===== src/hdl/ebmlenc_pkg.sv =====
// ----------------------------------------------------------------------------
// EBML element header encoder package
// Shared widths, operation codes, queue entry type and byte count helpers.
// ----------------------------------------------------------------------------
`default_nettype none

package ebmlenc_pkg;

	localparam int OpW        = 2;
	localparam int IdW        = 32;
	localparam int ValW       = 64;
	localparam int FszW       = 4;
	localparam int PlenW      = 56;
	localparam int ByteW      = 8;
	localparam int InDataW    = 160;
	localparam int WordBytes  = 13;
	localparam int WordW      = WordBytes * ByteW;
	localparam int BodyW      = 72;
	localparam int CntW       = 4;
	localparam int QueueDepthDef = 2;

	localparam logic [63:0] UnknownSizeMark = 64'h01FF_FFFF_FFFF_FFFF;

	typedef enum logic [OpW-1:0] {
		OP_UINT   = 2'd0,
		OP_DATA   = 2'd1,
		OP_MASTER = 2'd2,
		OP_NONE   = 2'd3
	} op_t;

	// word: element bytes left-aligned, first byte in the top bits
	typedef struct packed {
		logic [WordW-1:0] word;
		logic [CntW-1:0]  total;
	} desc_t;

	typedef struct packed {
		logic [CntW-1:0] rem;
	} back_stat_t;

	function automatic logic [2:0] id_bytes(input logic [IdW-1:0] v);
		logic [2:0] n;
		n = 3'd1;
		for (int i = 1; i < 4; i++) begin
			if (v[8*i +: 8] != 8'h00) n = 3'(i + 1);
		end
		return n;
	endfunction

	function automatic logic [CntW-1:0] min_bytes(input logic [ValW-1:0] v);
		logic [CntW-1:0] n;
		n = 4'd1;
		for (int i = 1; i < 8; i++) begin
			if (v[8*i +: 8] != 8'h00) n = CntW'(i + 1);
		end
		return n;
	endfunction

	function automatic logic [CntW-1:0] vint_len(input logic [PlenW-1:0] len);
		logic [CntW-1:0] n;
		n = 4'd1;
		for (int k = 1; k < 8; k++) begin
			if ((len >> (7 * k)) != '0) n = n + 4'd1;
		end
		return n;
	endfunction

endpackage

`default_nettype wire


===== src/hdl/ebmlenc_front.sv =====
// ----------------------------------------------------------------------------
// EBML encoder front
// Accepts requests, sizes the ID and body, builds one left-aligned byte word.
// ----------------------------------------------------------------------------
`default_nettype none

module ebmlenc_front import ebmlenc_pkg::*; (
	input  wire logic [OpW-1:0]   operation,
	input  wire logic [IdW-1:0]   class_id,
	input  wire logic [ValW-1:0]  value,
	input  wire logic [FszW-1:0]  fixed_size,
	input  wire logic [PlenW-1:0] payload_length,
	input  wire logic             in_valid,
	output logic                  in_ready,
	input  wire logic             q_full,
	output logic                  push,
	output desc_t                 desc
);

	logic [2:0]       id_n;
	logic [IdW-1:0]   id_al;
	logic [CntW-1:0]  usz;
	logic [CntW-1:0]  vsz;
	logic [5:0]       vsh;
	logic [ValW-1:0]  vint;
	logic [BodyW-1:0] body;
	logic [CntW-1:0]  blen;

	assign in_ready = !q_full;
	assign push     = in_valid && !q_full && (op_t'(operation) != OP_NONE);

	always_comb begin
		id_n  = id_bytes(class_id);
		id_al = class_id << 6'(8 * (4 - int'(id_n)));
		if (fixed_size == '0) begin
			usz = min_bytes(value);
		end else if (fixed_size > 4'd8) begin
			usz = 4'd8;
		end else begin
			usz = fixed_size;
		end
		vsz  = vint_len(payload_length);
		vsh  = 6'(7 * int'(vsz));
		vint = ({8'h00, payload_length} & ((64'd1 << vsh) - 64'd1)) | (64'd1 << vsh);
		case (op_t'(operation))
			OP_UINT: begin
				body = {8'h80 | {4'h0, usz}, value << 6'(8 * (8 - int'(usz)))};
				blen = usz + 4'd1;
			end
			OP_DATA: begin
				body = {vint << 6'(8 * (8 - int'(vsz))), 8'h00};
				blen = vsz;
			end
			default: begin
				body = {UnknownSizeMark, 8'h00};
				blen = 4'd8;
			end
		endcase
		desc.word  = {id_al, {BodyW{1'b0}}} | ({body, {IdW{1'b0}}} >> 6'(8 * int'(id_n)));
		desc.total = {1'b0, id_n} + blen;
	end

endmodule

`default_nettype wire


===== src/hdl/ebmlenc_queue.sv =====
// ----------------------------------------------------------------------------
// EBML encoder word queue
// Small register FIFO between front and back.
// ----------------------------------------------------------------------------
`default_nettype none

module ebmlenc_queue import ebmlenc_pkg::*; #(
	parameter int Depth = QueueDepthDef
) (
	input  wire logic  clk,
	input  wire logic  arst_n,
	input  wire logic  push,
	input  wire desc_t push_desc,
	output logic       full,
	input  wire logic  pop,
	output logic       empty,
	output desc_t      head,
	output logic [$clog2(Depth+1)-1:0] count
);

	localparam int PtrW = (Depth > 1) ? $clog2(Depth) : 1;
	localparam int CntQW = $clog2(Depth + 1);

	desc_t             mem_q [Depth];
	logic [PtrW-1:0]   wr_ptr_q;
	logic [PtrW-1:0]   rd_ptr_q;
	logic [CntQW-1:0]  cnt_q;

	assign full  = (cnt_q == CntQW'(Depth));
	assign empty = (cnt_q == '0);
	assign head  = mem_q[rd_ptr_q];
	assign count = cnt_q;

	function automatic logic [PtrW-1:0] nxt(input logic [PtrW-1:0] p);
		return (p == PtrW'(Depth - 1)) ? '0 : p + PtrW'(1);
	endfunction

	always_ff @(posedge clk or negedge arst_n) begin
		if (!arst_n) begin
			wr_ptr_q <= '0;
			rd_ptr_q <= '0;
			cnt_q    <= '0;
		end else begin
			if (push) wr_ptr_q <= nxt(wr_ptr_q);
			if (pop) rd_ptr_q <= nxt(rd_ptr_q);
			if (push && !pop) begin
				cnt_q <= cnt_q + CntQW'(1);
			end else if (pop && !push) begin
				cnt_q <= cnt_q - CntQW'(1);
			end
		end
	end

	always_ff @(posedge clk) begin
		if (push) mem_q[wr_ptr_q] <= push_desc;
	end

endmodule

`default_nettype wire


===== src/hdl/ebmlenc_back.sv =====
// ----------------------------------------------------------------------------
// EBML encoder back
// Shifts queued words out into the output register, one byte per cycle while out_ready does not stall it.
// ----------------------------------------------------------------------------
`default_nettype none

module ebmlenc_back import ebmlenc_pkg::*; (
	input  wire logic        clk,
	input  wire logic        arst_n,
	input  wire logic        q_empty,
	input  wire desc_t       head,
	output logic             pop,
	output logic             out_valid,
	input  wire logic        out_ready,
	output logic [ByteW-1:0] out_byte,
	output logic             out_last,
	output back_stat_t       stat
);

	logic             valid_q;
	logic [CntW-1:0]  rem_q;
	logic [WordW-1:0] sh_q;
	logic [ByteW-1:0] byte_q;
	logic             last_q;
	logic             slot_free;

	assign slot_free = !valid_q || out_ready;
	assign pop       = slot_free && (rem_q == '0) && !q_empty;
	assign out_valid = valid_q;
	assign out_byte  = byte_q;
	assign out_last  = last_q;
	assign stat.rem  = rem_q;

	always_ff @(posedge clk or negedge arst_n) begin
		if (!arst_n) begin
			valid_q <= 1'b0;
			rem_q   <= '0;
		end else if (slot_free) begin
			if (rem_q != '0) begin
				valid_q <= 1'b1;
				rem_q   <= rem_q - 4'd1;
			end else if (!q_empty) begin
				valid_q <= 1'b1;
				rem_q   <= head.total - 4'd1;
			end else begin
				valid_q <= 1'b0;
			end
		end
	end

	always_ff @(posedge clk) begin
		if (slot_free) begin
			if (rem_q != '0) begin
				byte_q <= sh_q[WordW-1 -: ByteW];
				last_q <= (rem_q == 4'd1);
				sh_q   <= sh_q << ByteW;
			end else if (!q_empty) begin
				byte_q <= head.word[WordW-1 -: ByteW];
				last_q <= (head.total == 4'd1);
				sh_q   <= head.word << ByteW;
			end
		end
	end

endmodule

`default_nettype wire


===== src/hdl/ebml_element_header_encoder.sv =====
// ----------------------------------------------------------------------------
// EBML element header encoder
// Serializes one EBML element request into its bytes, last byte marked.
// ----------------------------------------------------------------------------
// Usage:
//   s_axis: one request word per handshake; tuser carries the operation
//   (0 uint element, 1 data header, 2 master start of unknown size,
//   3 is accepted and produces nothing). m_axis: one byte per word,
//   most significant first, tlast on the final byte of a request.
//   With the shifter idle, an accepted request is written into the word queue
//   and its first byte then goes from the queue into the output register.
//   Throughput: one output byte per cycle while m_axis_tready is high; a request
//   of n bytes (2 to 13) holds the byte shifter until its last byte is out.
//   The front takes a new request every cycle while the word queue
//   (QueueDepth entries) has room; s_axis_tready drops when it is full.
//   A stalled m_axis holds its byte and stops the shifter; the queue
//   keeps accepting until full.
//   Reset empties the queue and the output register.
// ----------------------------------------------------------------------------
`default_nettype none

module ebml_element_header_encoder import ebmlenc_pkg::*; #(
	parameter int QueueDepth = QueueDepthDef
) (
	input  wire logic               clk,
	input  wire logic               arst_n,
	input  wire logic               s_axis_tvalid,
	output logic                    s_axis_tready,
	// class_id[31:0], value[95:32], fixed_size[99:96], payload_length[155:100]
	input  wire logic [InDataW-1:0] s_axis_tdata,
	// operation[1:0]
	input  wire logic [OpW-1:0]     s_axis_tuser,
	output logic                    m_axis_tvalid,
	input  wire logic               m_axis_tready,
	// out_byte[7:0]
	output logic [ByteW-1:0]        m_axis_tdata,
	output logic                    m_axis_tlast
);

	desc_t      f_desc;
	desc_t      q_head;
	logic       f_push;
	logic       q_full;
	logic       q_empty;
	logic       b_pop;
	back_stat_t b_stat;
	logic [$clog2(QueueDepth+1)-1:0] q_count;

	ebmlenc_front u_front (
		.operation      (s_axis_tuser),
		.class_id       (s_axis_tdata[31:0]),
		.value          (s_axis_tdata[95:32]),
		.fixed_size     (s_axis_tdata[99:96]),
		.payload_length (s_axis_tdata[155:100]),
		.in_valid       (s_axis_tvalid),
		.in_ready       (s_axis_tready),
		.q_full         (q_full),
		.push           (f_push),
		.desc           (f_desc)
	);

	ebmlenc_queue #(.Depth(QueueDepth)) u_queue (
		.clk       (clk),
		.arst_n    (arst_n),
		.push      (f_push),
		.push_desc (f_desc),
		.full      (q_full),
		.pop       (b_pop),
		.empty     (q_empty),
		.head      (q_head),
		.count     (q_count)
	);

	ebmlenc_back u_back (
		.clk       (clk),
		.arst_n    (arst_n),
		.q_empty   (q_empty),
		.head      (q_head),
		.pop       (b_pop),
		.out_valid (m_axis_tvalid),
		.out_ready (m_axis_tready),
		.out_byte  (m_axis_tdata),
		.out_last  (m_axis_tlast),
		.stat      (b_stat)
	);

	a_queue_bound: assert property (@(posedge clk) disable iff (!arst_n)
		q_count <= ($clog2(QueueDepth+1))'(QueueDepth))
		else $error("queue count above depth");

	a_busy_valid: assert property (@(posedge clk) disable iff (!arst_n)
		b_stat.rem != '0 |-> m_axis_tvalid)
		else $error("bytes pending without valid output");

	a_last_done: assert property (@(posedge clk) disable iff (!arst_n)
		m_axis_tvalid && m_axis_tlast |-> b_stat.rem == '0)
		else $error("last byte shown with bytes pending");

	a_full_ready: assert property (@(posedge clk) disable iff (!arst_n)
		q_full |-> !s_axis_tready && !f_push)
		else $error("request taken while queue full");

endmodule

`default_nettype wire


===== config.mk =====
export PLATFORM = sky130hd
export DESIGN_NAME = ebml_element_header_encoder
export DESIGN_NICKNAME = d
export VERILOG_FILES = /design/src/hdl/ebmlenc_pkg.sv /design/src/hdl/ebmlenc_front.sv /design/src/hdl/ebmlenc_queue.sv /design/src/hdl/ebmlenc_back.sv /design/src/hdl/ebml_element_header_encoder.sv
export SDC_FILE = /design/constraint.sdc
export NUM_CORES = 1
export LEC_CHECK = 0
export BUFFER_PORTS_ARGS = -buffer_cell sky130_fd_sc_hd__buf_2
export CAP_MARGIN = 20
export CELL_PAD_IN_SITES_DETAIL_PLACEMENT = 0
export CELL_PAD_IN_SITES_GLOBAL_PLACEMENT = 1
export CORE_MARGIN = 1.5
export CORE_UTILIZATION = 40
export DETAILED_ROUTE_END_ITERATION = 6
export GPL_TIMING_DRIVEN = 1
export PLACE_DENSITY_LB_ADDON = 0.1
export SLEW_MARGIN = 20
export SYNTH_ARGS = -nofsm -noshare
export SYNTH_HDL_FRONTEND = slang
export SYNTH_SLANG_ARGS = --single-unit

===== constraint.sdc =====
create_clock -name clk -period 21.9 [get_ports clk]
set_input_delay 2.19 -clock clk [delete_from_list [all_inputs] [get_ports clk]]
set_output_delay 2.19 -clock clk [all_outputs]
set_load 0.05 [all_outputs]

==> results of run 1 <==
layer usage:
| layer | GRT usage [%] | up-vias | part of all wire (%) |
|---|---|---|---|
| met5 | 0 | - | 0 |
| li1 | - | 8856 | - |
| met1 | 41.25 | 9958 | 42 |
| met4 | 14.75 | 0 | 5.2 |
| met3 | 3.965 | 233 | 6.3 |
| met2 | 50.24 | 884 | 47 |
per-stage QoR:
step	utilization (%)	cells	total power, mW	setup slack, ns	instance area, sq um
after floorplan	-	2232	1.334	10.57	22320
after global placement	43.11	3026	1.516	7.594	23750
after detailed placement	43.11	3026	1.524	7.545	23750
after CTS	44.84	3082	2.032	8.066	24700
after global routing	44.85	3083	2.114	7.117	24710
final	44.85	3083	2.016	7.688	24710
cell type report:
class,count,area [sq um],area share (%)
multi-input cells,1690,11580,46.88
well taps,748,935.9,3.787
repair buffers,220,1221,4.942
clock inverters,19,178.9,0.7241
inverters,39,146.4,0.5924
flip-flops and latches,330,9868,39.93
clock buffers,37,777.0,3.144
how the worst max path moves through the flow:
stage | start | end | slack, ns | cells after the start
after global routing | s_axis_tdata[142] | u_queue.mem_q[0][74] | 7.12 | 40
after global placement | s_axis_tdata[142] | u_queue.mem_q[0][58] | 7.59 | 36
after CTS | s_axis_tdata[142] | u_queue.mem_q[0][58] | 8.07 | 36
after detailed placement | s_axis_tdata[142] | u_queue.mem_q[0][58] | 7.54 | 36
after floorplan | s_axis_tdata[142] | u_queue.mem_q[0][76] | 10.57 | 41
final | s_axis_tdata[142] | u_queue.mem_q[0][58] | 7.69 | 36
worst max-delay path: cells and delay by family:
family                     cells  cell delay, ns
and+or+nand+nor               11            3.53
adders and majority gates      8            3.36
AOI/OAI and AO/OA              6            3.15
muxes                          5            1.28
buffers and inverters          5            0.74
xor gates and xnor gates       1            0.20
cell families (layout without fill, tap and decap cells):
kind of cell | after synthesis | count (layout)
buffers and inverters | 212 | 315
XOR/XNOR | 24 | 24
adder cells (fa/ha/maj) | 33 | 33
multiplexers | 242 | 242
AO/OA/AOI/OAI | 743 | 743
AND/OR/NAND/NOR | 648 | 648
flip-flops | 330 | 330
sequential cells by signal, indices dropped and copies added (netlist names):
signal,count
u_queue.mem_q,216
u_back.sh_q,96
u_back.out_byte,8
u_back.stat,4
u_queue.count,2
u_back.out_last,1
u_back.out_valid,1
u_queue.rd_ptr_q,1
u_queue.wr_ptr_q,1
power by group through the flow:
stage	clock network, mW	logic [mW]	registers [mW]
after floorplan	0	0.377	0.957
after global placement	0	0.584	0.932
after detailed placement	0	0.587	0.937
after CTS	0.519	0.588	0.924
after global routing	0.538	0.640	0.937
final	0.508	0.585	0.923
cells in the mapped netlist, types with 21 or more instances:
library cell / n
mux4_2: 24
buf_1: 21
nand2_1: 285
edfxtp_1: 321
a211oi_1: 33
a31oi_1: 29
buf_2: 29
nand3_1: 38
o211ai_1: 33
ha_1: 27
nor4_1: 24
nor3_1: 47
o22ai_1: 47
inv_1: 33
nor2_1: 137
clkbuf_1: 109
o21ai_0: 218
a22oi_1: 33
a21oi_1: 104
mux2i_1: 202
layout by cell type, fill, tap and decap left out, drive strengths merged, types with 11 or more instances in the layout:
cell type    n
mux2i      202
mux2        16
a221oi      21
o2bb2ai     11
a21oi      106
or3         12
and2        17
clkbuf      38
and3        18
o211ai      34
edfxtp     321
a32oi       11
a22o        16
nand3       38
a21o        11
inv         37
nand2b      12
xnor2       11
clkinv      17
mux4        24
buf        219
ha          27
nand2      287
o22ai       47
nor3        48
nor2       140
nor4        27
o221ai      20
a221o       12
a211oi      35
xor2        13
a22oi       33
a31oi       31
o21ai      227
==> results by group, run 1 <==
Run status
  – Status: finished, final reports clean

Pwr
  – Internal power: 1.365 mW
  – P_leak: 9.040 nW
  – Sw Share: 32.28%
  – P_sw: 0.6507 mW
  – Part of the power in the clock network: 25.2%
  – Logic pwr share: 29.0%
  – Worst vdd ir: 62.76 uV
  – Sequential share of power: 45.8%
  – Pwr dens: 81.57 nW/um^2

Global routing
  – First-pass GRT wire length: 130.8 mm
  – Remaining global-route overflow: 0
  – Antenna violations before repair: 2
  – Largest net degree at the start of global routing: 103
  – Vias in the first global route: 19466
  – GRT Overall Usage: 31.03%

Logic synthesis
  – Top post-synthesis cells by area: edfxtp_1 43%, mux2i_1 9.1%, o21ai_0 4.9%
  – Synth Area in Compound Gates: 22.98%
  – Unique masters post-synth: 114
  – Cell Area, Synth: 22320 sq um
  – Post-synth EDFFs: 321
  – Synth warnings: 0
  – Post-synthesis xor/xnor area fraction: 0.9420%
  – Largest family of logic cells by synthesized area: compound AO/OA/AOI/OAI gates
  – Synth Area in Adders: 2.052%
  – Yosys top cell by area: edfxtp_1
  – Top cell type's share of synthesized area: 43.20%
  – Multiplexer share of the synthesized area: 12.29%
  – Synth async-reset ratio: 2.727%
  – Register area share after synthesis: 44.21%
  – Top_reg_cell synth: edfxtp_1
  – Synth Instances: 2232
  – Mapped Avg Cell Area: 9.998 sq um
  – Synth Net Count: 2431
  – Simple-gate share of the synthesized area: 13.42%
  – Register bit total from synthesis: 330

Timing
  – Post-route minimum period: 14.21 ns
  – Hold_ws: 0.5103 ns
  – Worst-case clock skew: 0.04090 ns
  – Slew Limit Fails: 0
  – Final worst path period share: 64.90%
  – Setup_tns: 0 ns
  – Worst-Margin Slew: 1.162 ns
  – Unrepaired setup endpoints after global routing: no
  – Count of final setup violators: 0
  – Slew HR: 22.51%
  – Final Hold Fails: 0
  – FMAX: 70.36 MHz

Route
  – Routed length per instance: 29.29 microns
  – Iter 0 DRT Violations: 1994
  – Final WL: 90.31 mm
  – First drt pass iteration count: 7
  – Antenna viol nets, final: 0
  – Vias per cell: 6.465
  – Via count: 19931
  – DRC: 0

Worst setup path
  – CP Capture Type: flop
  – Worst Path Arrival: 14.50 ns
  – CP peak stage delay: 0.85 ns
  – R2R Setup Slk: 18.78 ns
  – RR Startpoint: u_back.stat[0]
  – CP startpoint kind: input port
  – CP max-delay cell: o211ai_1
  – Worst Path Max Fanout: 13
  – CP required: 22.18 ns
  – CP most frequent cell: ha_1
  – Critical R2R Capture: u_back.sh_q[76]
  – Worst r2r path cells: 6
  – CP Class: input port to flop

Placed design
  – GPL Wtd Cong: 0.9709
  – Port bufs: 172
  – Hpwl dp: 68.15 mm

Floorplan
  – Starting Density: 40.50%
  – Die ar.: 57210 sq um
  – IO Count: 177
  – Die X: 239.2 microns
  – Rows: 86
  – Core Region: 55090 sq um
  – Die Height: 239.2 microns

Clocking
  – Clk slew on worst S/H paths: 0.07 ns
  – H-tree Lvls: 1
  – Clk Latency, worst-skew pair: 0.57 ns
  – CTS root buf: clkbuf_16
  – Hold_buf cts: 0
  – Clk sinks: 330
  – Post-CTS Setup Repair Bufs: 0
  – Maximum root-to-sink buffer count: 3
  – Cts repair resizes: 0
  – CTS tree: yes
  – CTS Buf Count: 30

Worst hold path
  – Worst min-delay path class: flop to flop
  – Hold path endpoint: u_queue.rd_ptr_q
  – Hold Path Origin: u_queue.rd_ptr_q
  – Worst hold stages: 1

Final layout
  – Final #Nets: 2510
  – Synthesis-to-finish area growth: 10.74%
  – Fillers: 5428
  – Share of cells above drive strength 1: 15.80%
  – Antenna fix cells: 0

Run
  – Max cap viols: 0
No activity file was read; power rests on OpenSTA's default activity.
==> run 2: changes to the inputs <==
==> constraint.sdc (replaced) <==
create_clock -name clk -period 11.4 [get_ports clk]
set_input_delay 1.14 -clock clk [delete_from_list [all_inputs] [get_ports clk]]
set_output_delay 1.14 -clock clk [all_outputs]
set_load 0.05 [all_outputs]
==> results by group, run 2 (synthesis gave the netlist of run 1 again) <==
Timing
  – Final Hold Fails: 0 (unchanged)
  – Unrepaired setup endpoints after global routing: no
  – Count of final setup violators: 0 (unchanged)
  – Worst-case clock skew: 0.02184 ns (-0.01906 ns)
  – Post-route minimum period: 10.53 ns
  – Slew Limit Fails: 0 (unchanged)
  – Final worst path period share: 92.34%
  – FMAX: 94.99 MHz
  – Slew HR: 27.22% (+4.7 points)
  – Worst-Margin Slew: 1.064 ns (-0.09827 ns)
  – Setup_tns: 0 ns (unchanged)

Clocking
  – Clk slew on worst S/H paths: 0.06 ns (about the same)
  – Maximum root-to-sink buffer count: 3 (unchanged)
  – Post-CTS Setup Repair Bufs: 0 (unchanged)
  – Hold_buf cts: 0 (unchanged)
  – Clk Latency, worst-skew pair: 0.56 ns (about the same)
  – Cts repair resizes: 0 (unchanged)
  – Clk sinks: 330 (unchanged)
  – CTS root buf: clkbuf_16
  – H-tree Lvls: 1 (unchanged)
  – CTS tree: yes
  – CTS Buf Count: 30 (unchanged)

Worst setup path
  – R2R Setup Slk: 7.83 ns (-10.95 ns)
  – CP max-delay cell: fa_1
  – Worst path bufs/invs: 12 (+7)
  – CP Class: input port to flop
  – Worst Path Max Fanout: 11 (-2)
  – CP peak stage delay: 0.53 ns (-0.32 ns)
  – CP startpoint kind: input port
  – RR Startpoint: u_back.stat[0]
  – Worst r2r path cells: 6 (unchanged)
  – Worst Path Arrival: 10.94 ns (-3.56 ns)
  – CP most frequent cell: buf_4
  – Critical R2R Capture: u_back.sh_q[93]
  – Delay-heaviest family, CP: compound AO/OA/AOI/OAI gates
  – CP Capture Type: flop
  – CP required: 11.82 ns (-10.36 ns)

Global routing
  – Vias in the first global route: 19387 (-0.41%)
  – GRT Overall Usage: 31.49% (+0.46 points)
  – Antenna violations before repair: 1 (-1)
  – Largest net degree at the start of global routing: 95 (-7.8%)
  – Met1 Use GR: 42.06% (+0.81 points)
  – Remaining global-route overflow: 0 (unchanged)
  – Layer with the highest usage: met2
  – GRT met2 Usage: 52.28% (+2.0 points)
  – Met3 Resource Use GR: 3.112% (-0.85 points)
  – First-pass GRT wire length: 132.0 mm (+0.89%)

Pwr
  – Sw Share: 32.01% (-0.27 points)
  – P_sw: 1.265 mW (+94%)
  – P_leak: 9.679 nW (+7.1%)
  – Logic pwr share: 28.6% (-0.4 points)
  – Sequential share of power: 45.5% (-0.3 points)
  – Part of the power in the clock network: 25.9% (+0.7 points)
  – Internal power: 2.688 mW (+97%)
  – Worst vdd ir: 125.5 uV (+100%)
  – Pwr dens: 153.6 nW/um^2 (+88%)
  – Pwr Total: 3.953 mW (+96%)

Final layout
  – Share of cells above drive strength 1: 20.09% (+4.3 points)
  – Largest register FFs: 216 (unchanged)
  – Commonest non-fill, non-tap cell in the layout: edfxtp_1
  – Final Util: 46.72% (+1.9 points)
  – Synthesis-to-finish area growth: 15.35%
  – Reg with most FFs: u_queue.mem_q
  – Antenna fix cells: 0 (unchanged)
  – Final #Nets: 2639 (+5.1%)
  – Most frequent cells in the layout: 321 x edfxtp_1, 283 x nand2_1, 217 x o21ai_0, 202 x mux2i_1, 176 x buf_4
  – Fillers: 5275 (-2.8%)
  – Final Non-Filler Cells: 3212 (+4.2%)

Route
  – Antenna viol nets, final: 0 (unchanged)
  – Final WL: 91.83 mm (+1.7%)
  – Routed length per instance: 28.59 microns (-2.4%)
  – DRC: 6 (+6)
  – Vias per cell: 6.273 (-3.0%)
  – First drt pass iteration count: 7 (unchanged)
  – Via count: 20149 (+1.1%)
  – Iter 0 DRT Violations: 2170 (+8.8%)

Run status
  – Status: complete, but fails checks
  – Failing checks: DRC

Placed design
  – Hpwl dp: 70.99 mm (+4.2%)
  – Port bufs: 172 (unchanged)
  – GPL Wtd Cong: 0.9814 (+1.1%)
  – Inst Count DP: 3156 (+4.3%)

Floorplan
  – Rows: 86 (unchanged)
  – Die X: 239.2 microns (unchanged)
  – Starting Density: 40.50% (unchanged)
  – IO Count: 177 (unchanged)
  – Die Height: 239.2 microns (unchanged)
  – Core Region: 55090 sq um (unchanged)
  – Die ar.: 57210 sq um (unchanged)

Worst hold path
  – Worst min-delay path class: input port to async pin

Run
  – Max cap viols: 0 (unchanged)
run 2: per-layer routing:
metal  vias up  share of wire [%]
met5         -                  0
met1     10005                 42
met3       174                6.0
met2       859                 47
li1       9111                  -
met4         0                4.5
run 2: worst max-delay path by stage:
stage,startpoint,to,slack (ns),cells past startpoint
2_1_floorplan,s_axis_tdata[142],u_queue.mem_q[0][76],1.12,41
3_3_place_gp,s_axis_tdata[137],u_queue.mem_q[1][58],0.62,46
3_5_place_dp,s_axis_tdata[137],u_queue.mem_q[1][86],0.50,44
4_1_cts,s_axis_tdata[137],u_queue.mem_q[0][86],1.05,44
5_1_grt,s_axis_tdata[137],u_queue.mem_q[1][58],0.37,46
6_report,s_axis_tdata[137],u_queue.mem_q[1][58],0.87,46
run 2: layout make-up:
cell class	count	area, sq um	share of cell area (%)
clock buffer	33	762.0	2.960
clock inverter	23	249.0	0.9673
inverter	39	146.4	0.5687
multi-input combinational	1690	11580	44.97
sequential	330	9868	38.34
tap	748	935.9	3.636
timing repair buffer	349	2202	8.555
run 2: metrics by stage:
step                      worst slack (ns)  hold WS, ns  cell area (sq um)
final                               0.8729       0.4235              25740
after global routing                0.3687       0.4168              25740
after CTS                            1.054       0.4039              25740
after detailed placement            0.5033       0.5098              24730
after global placement              0.6213       0.4935              24730
after floorplan                      1.119       0.4603              22320
run 2: power by group through the flow:
| stage | Sequential [mW] | Clock [mW] | Combinational (mW) |
|---|---|---|---|
| 2_1_floorplan | 1.84 | 0 | 0.724 |
| 5_1_grt | 1.83 | 1.09 | 1.23 |
| 3_3_place_gp | 1.82 | 0 | 1.12 |
| 3_5_place_dp | 1.83 | 0 | 1.13 |
| 6_report | 1.80 | 1.02 | 1.13 |
| 4_1_cts | 1.80 | 1.04 | 1.13 |
==> run 3: changes to the inputs <==
--- a/config.mk
+++ b/config.mk
@@ -9,7 +9,7 @@
 export CAP_MARGIN = 20
 export CELL_PAD_IN_SITES_DETAIL_PLACEMENT = 0
 export CELL_PAD_IN_SITES_GLOBAL_PLACEMENT = 1
-export CORE_MARGIN = 1.5
+export CORE_MARGIN = 2
 export CORE_UTILIZATION = 40
 export DETAILED_ROUTE_END_ITERATION = 6
 export GPL_TIMING_DRIVEN = 1
==> results by group, run 3 (synthesis gave the netlist of run 1 again) <==
Floorplan
  – Die X: 240.2 microns (+0.42%)
  – Starting Density: 40.50% (unchanged)
  – Core Region: 55090 sq um (unchanged)
  – IO Count: 177 (unchanged)
  – Rows: 86 (unchanged)
  – Die Height: 240.2 microns (+0.42%)
  – Die ar.: 57690 sq um (+0.84%)

Worst setup path
  – Worst Path Arrival: 10.80 ns (-0.14 ns)
  – Worst path bufs/invs: 8 (-4)
  – CP required: 11.67 ns (-0.15 ns)
  – CP Class: input port to flop
  – CP Capture Type: flop
  – CP startpoint kind: input port
  – Worst Path Max Fanout: 9 (-2)
  – CP peak stage delay: 0.96 ns (+0.43 ns)
  – Delay-heaviest family, CP: compound AO/OA/AOI/OAI gates
  – CP max-delay cell: a222oi_1
  – R2R Setup Slk: 8.18 ns (+0.35 ns)

Global routing
  – Antenna violations before repair: 1 (unchanged)
  – Remaining global-route overflow: 0 (unchanged)
  – Vias in the first global route: 19631 (+1.3%)
  – Largest net degree at the start of global routing: 103 (+8.4%)
  – GRT Overall Usage: 31.39% (-0.11 points)
  – First-pass GRT wire length: 133.0 mm (+0.78%)

Run
  – Max cap viols: 0 (unchanged)

Clocking
  – CTS Buf Count: 31 (+3.3%)
  – Hold_buf cts: 0 (unchanged)
  – CTS root buf: clkbuf_16
  – Cts repair resizes: 0 (unchanged)
  – Clk Latency, worst-skew pair: 0.57 ns (about the same)
  – Clk sinks: 330 (unchanged)
  – CTS tree: yes
  – Post-CTS Setup Repair Bufs: 0 (unchanged)
  – Maximum root-to-sink buffer count: 3 (unchanged)
  – H-tree Lvls: 1 (unchanged)
  – Clk slew on worst S/H paths: 0.07 ns (about the same)

Route
  – Via count: 20182 (+0.16%)
  – Final WL: 91.74 mm (-0.11%)
  – First drt pass iteration count: 6 (-1)
  – Routed length per instance: 28.70 microns (+0.39%)
  – DRC: 0 (-6)
  – Antenna viol nets, final: 0 (unchanged)
  – Vias per cell: 6.315 (+0.67%)
  – Iter 0 DRT Violations: 2245 (+3.5%)

Timing
  – Slew HR: 18.44% (-8.8 points)
  – FMAX: 95.01 MHz (about the same)
  – Final worst path period share: 92.32% (about the same)
  – PnR worst setup slack: 0.8750 ns (+0.002159 ns)
  – Setup_tns: 0 ns (unchanged)
  – Final Hold Fails: 0 (unchanged)
  – Worst-case clock skew: 0.01830 ns (-0.003539 ns)
  – Post-route minimum period: 10.52 ns (-0.002159 ns)
  – Unrepaired setup endpoints after global routing: no
  – Count of final setup violators: 0 (unchanged)
  – Worst-Margin Slew: 1.223 ns (+0.1592 ns)
  – Slew Limit Fails: 0 (unchanged)

Final layout
  – Final #Nets: 2624 (-0.57%)
  – Most frequent cells in the layout: 321 x edfxtp_1, 283 x nand2_1, 217 x o21ai_0, 202 x mux2i_1, 172 x buf_2
  – Largest register FFs: 216 (unchanged)
  – Synthesis-to-finish area growth: 14.80%
  – Commonest non-fill, non-tap cell in the layout: edfxtp_1
  – Share of cells above drive strength 1: 19.85% (-0.24 points)
  – Reg with most FFs: u_queue.mem_q
  – Antenna fix cells: 0 (unchanged)

Placed design
  – Post-place setup slack: 0.5276 ns (+0.02434 ns)
  – GPL Wtd Cong: 1.010 (+2.9%)
  – Hpwl dp: 69.80 mm (-1.7%)
  – Port bufs: 172 (unchanged)

Pwr
  – P_leak: 9.612 nW (-0.70%)
  – Pwr dens: 154.7 nW/um^2 (+0.72%)
  – Worst vdd ir: 149.6 uV (+19%)
  – Pwr Total: 3.963 mW (+0.24%)

Run status
  – Status: finished, final reports clean

Worst hold path
  – Worst min-delay path class: input port to async pin
==> run 3: changes by cell type in the layout (fill, tap and decap cells not counted), sizes merged <==
| cell | previous run | this run |
|---|---|---|
| clkbuf | 33 | 32 |
| bufinv | 5 | 4 |
| clkinvlp | 0 | 1 |
| inv | 38 | 37 |
| clkinv | 19 | 21 |
| buf | 349 | 333 |
==> run 3: path summary, 6_finish.rpt <==
kind                                    from                   end  cells past startpoint
hold / removal                        arst_n      u_back.out_valid                      1
setup / recovery           s_axis_tdata[137]  u_queue.mem_q[0][86]                     42
max in group asynchronous             arst_n      u_queue.rd_ptr_q                      1
hold reg to reg             u_queue.count[1]      u_queue.count[1]                      1
min in group clk            u_queue.count[1]      u_queue.count[1]                      1
setup reg to reg              u_back.stat[0]       u_back.sh_q[79]                      6
==> run 3: worst reg2reg max path: stages, from the launching register on <==
cell and delay, ns:
dfrtp_1 0.37, inv_1 0.08, ha_1 0.31, nand2_4 0.17, buf_4 0.73, buf_4 0.91, o21ai_0 0.33
==> run 3: per-layer routing <==
layer	vias up	routed length, microns	GRT usage [%]
li1	9087	-	-
met1	9957	37680	41.63
met2	941	43240	51.34
met3	195	6572	4.604
met4	2	4225	13.08
met5	-	13	0
==> run 3: stage by stage <==
step	cells	hold WS [ns]	util, %	area (sq um)
2_1_floorplan	2232	0.4603	-	22320
3_3_place_gp	3140	0.4968	44.67	24610
3_5_place_dp	3140	0.5055	44.67	24610
4_1_cts	3196	0.3899	46.50	25620
5_1_grt	3196	0.3976	46.50	25620
6_report	3196	0.4140	46.50	25620
==> run 3: area by class of cell <==
class | count | area [sq um]
tap | 748 | 935.9
inverter | 39 | 146.4
clock buffer | 32 | 779.5
clock inverter | 24 | 229.0
fill | 5308 | 29470
sequential | 330 | 9868
timing repair buffer | 333 | 2082
multi-input combinational | 1690 | 11580
==> run 3: where the power goes <==
part / switching, mW / internal [mW]
Combinational: 0.765 / 0.398
Sequential: 0.0759 / 1.70
Clock: 0.440 / 0.586
Total: 1.28 / 2.68
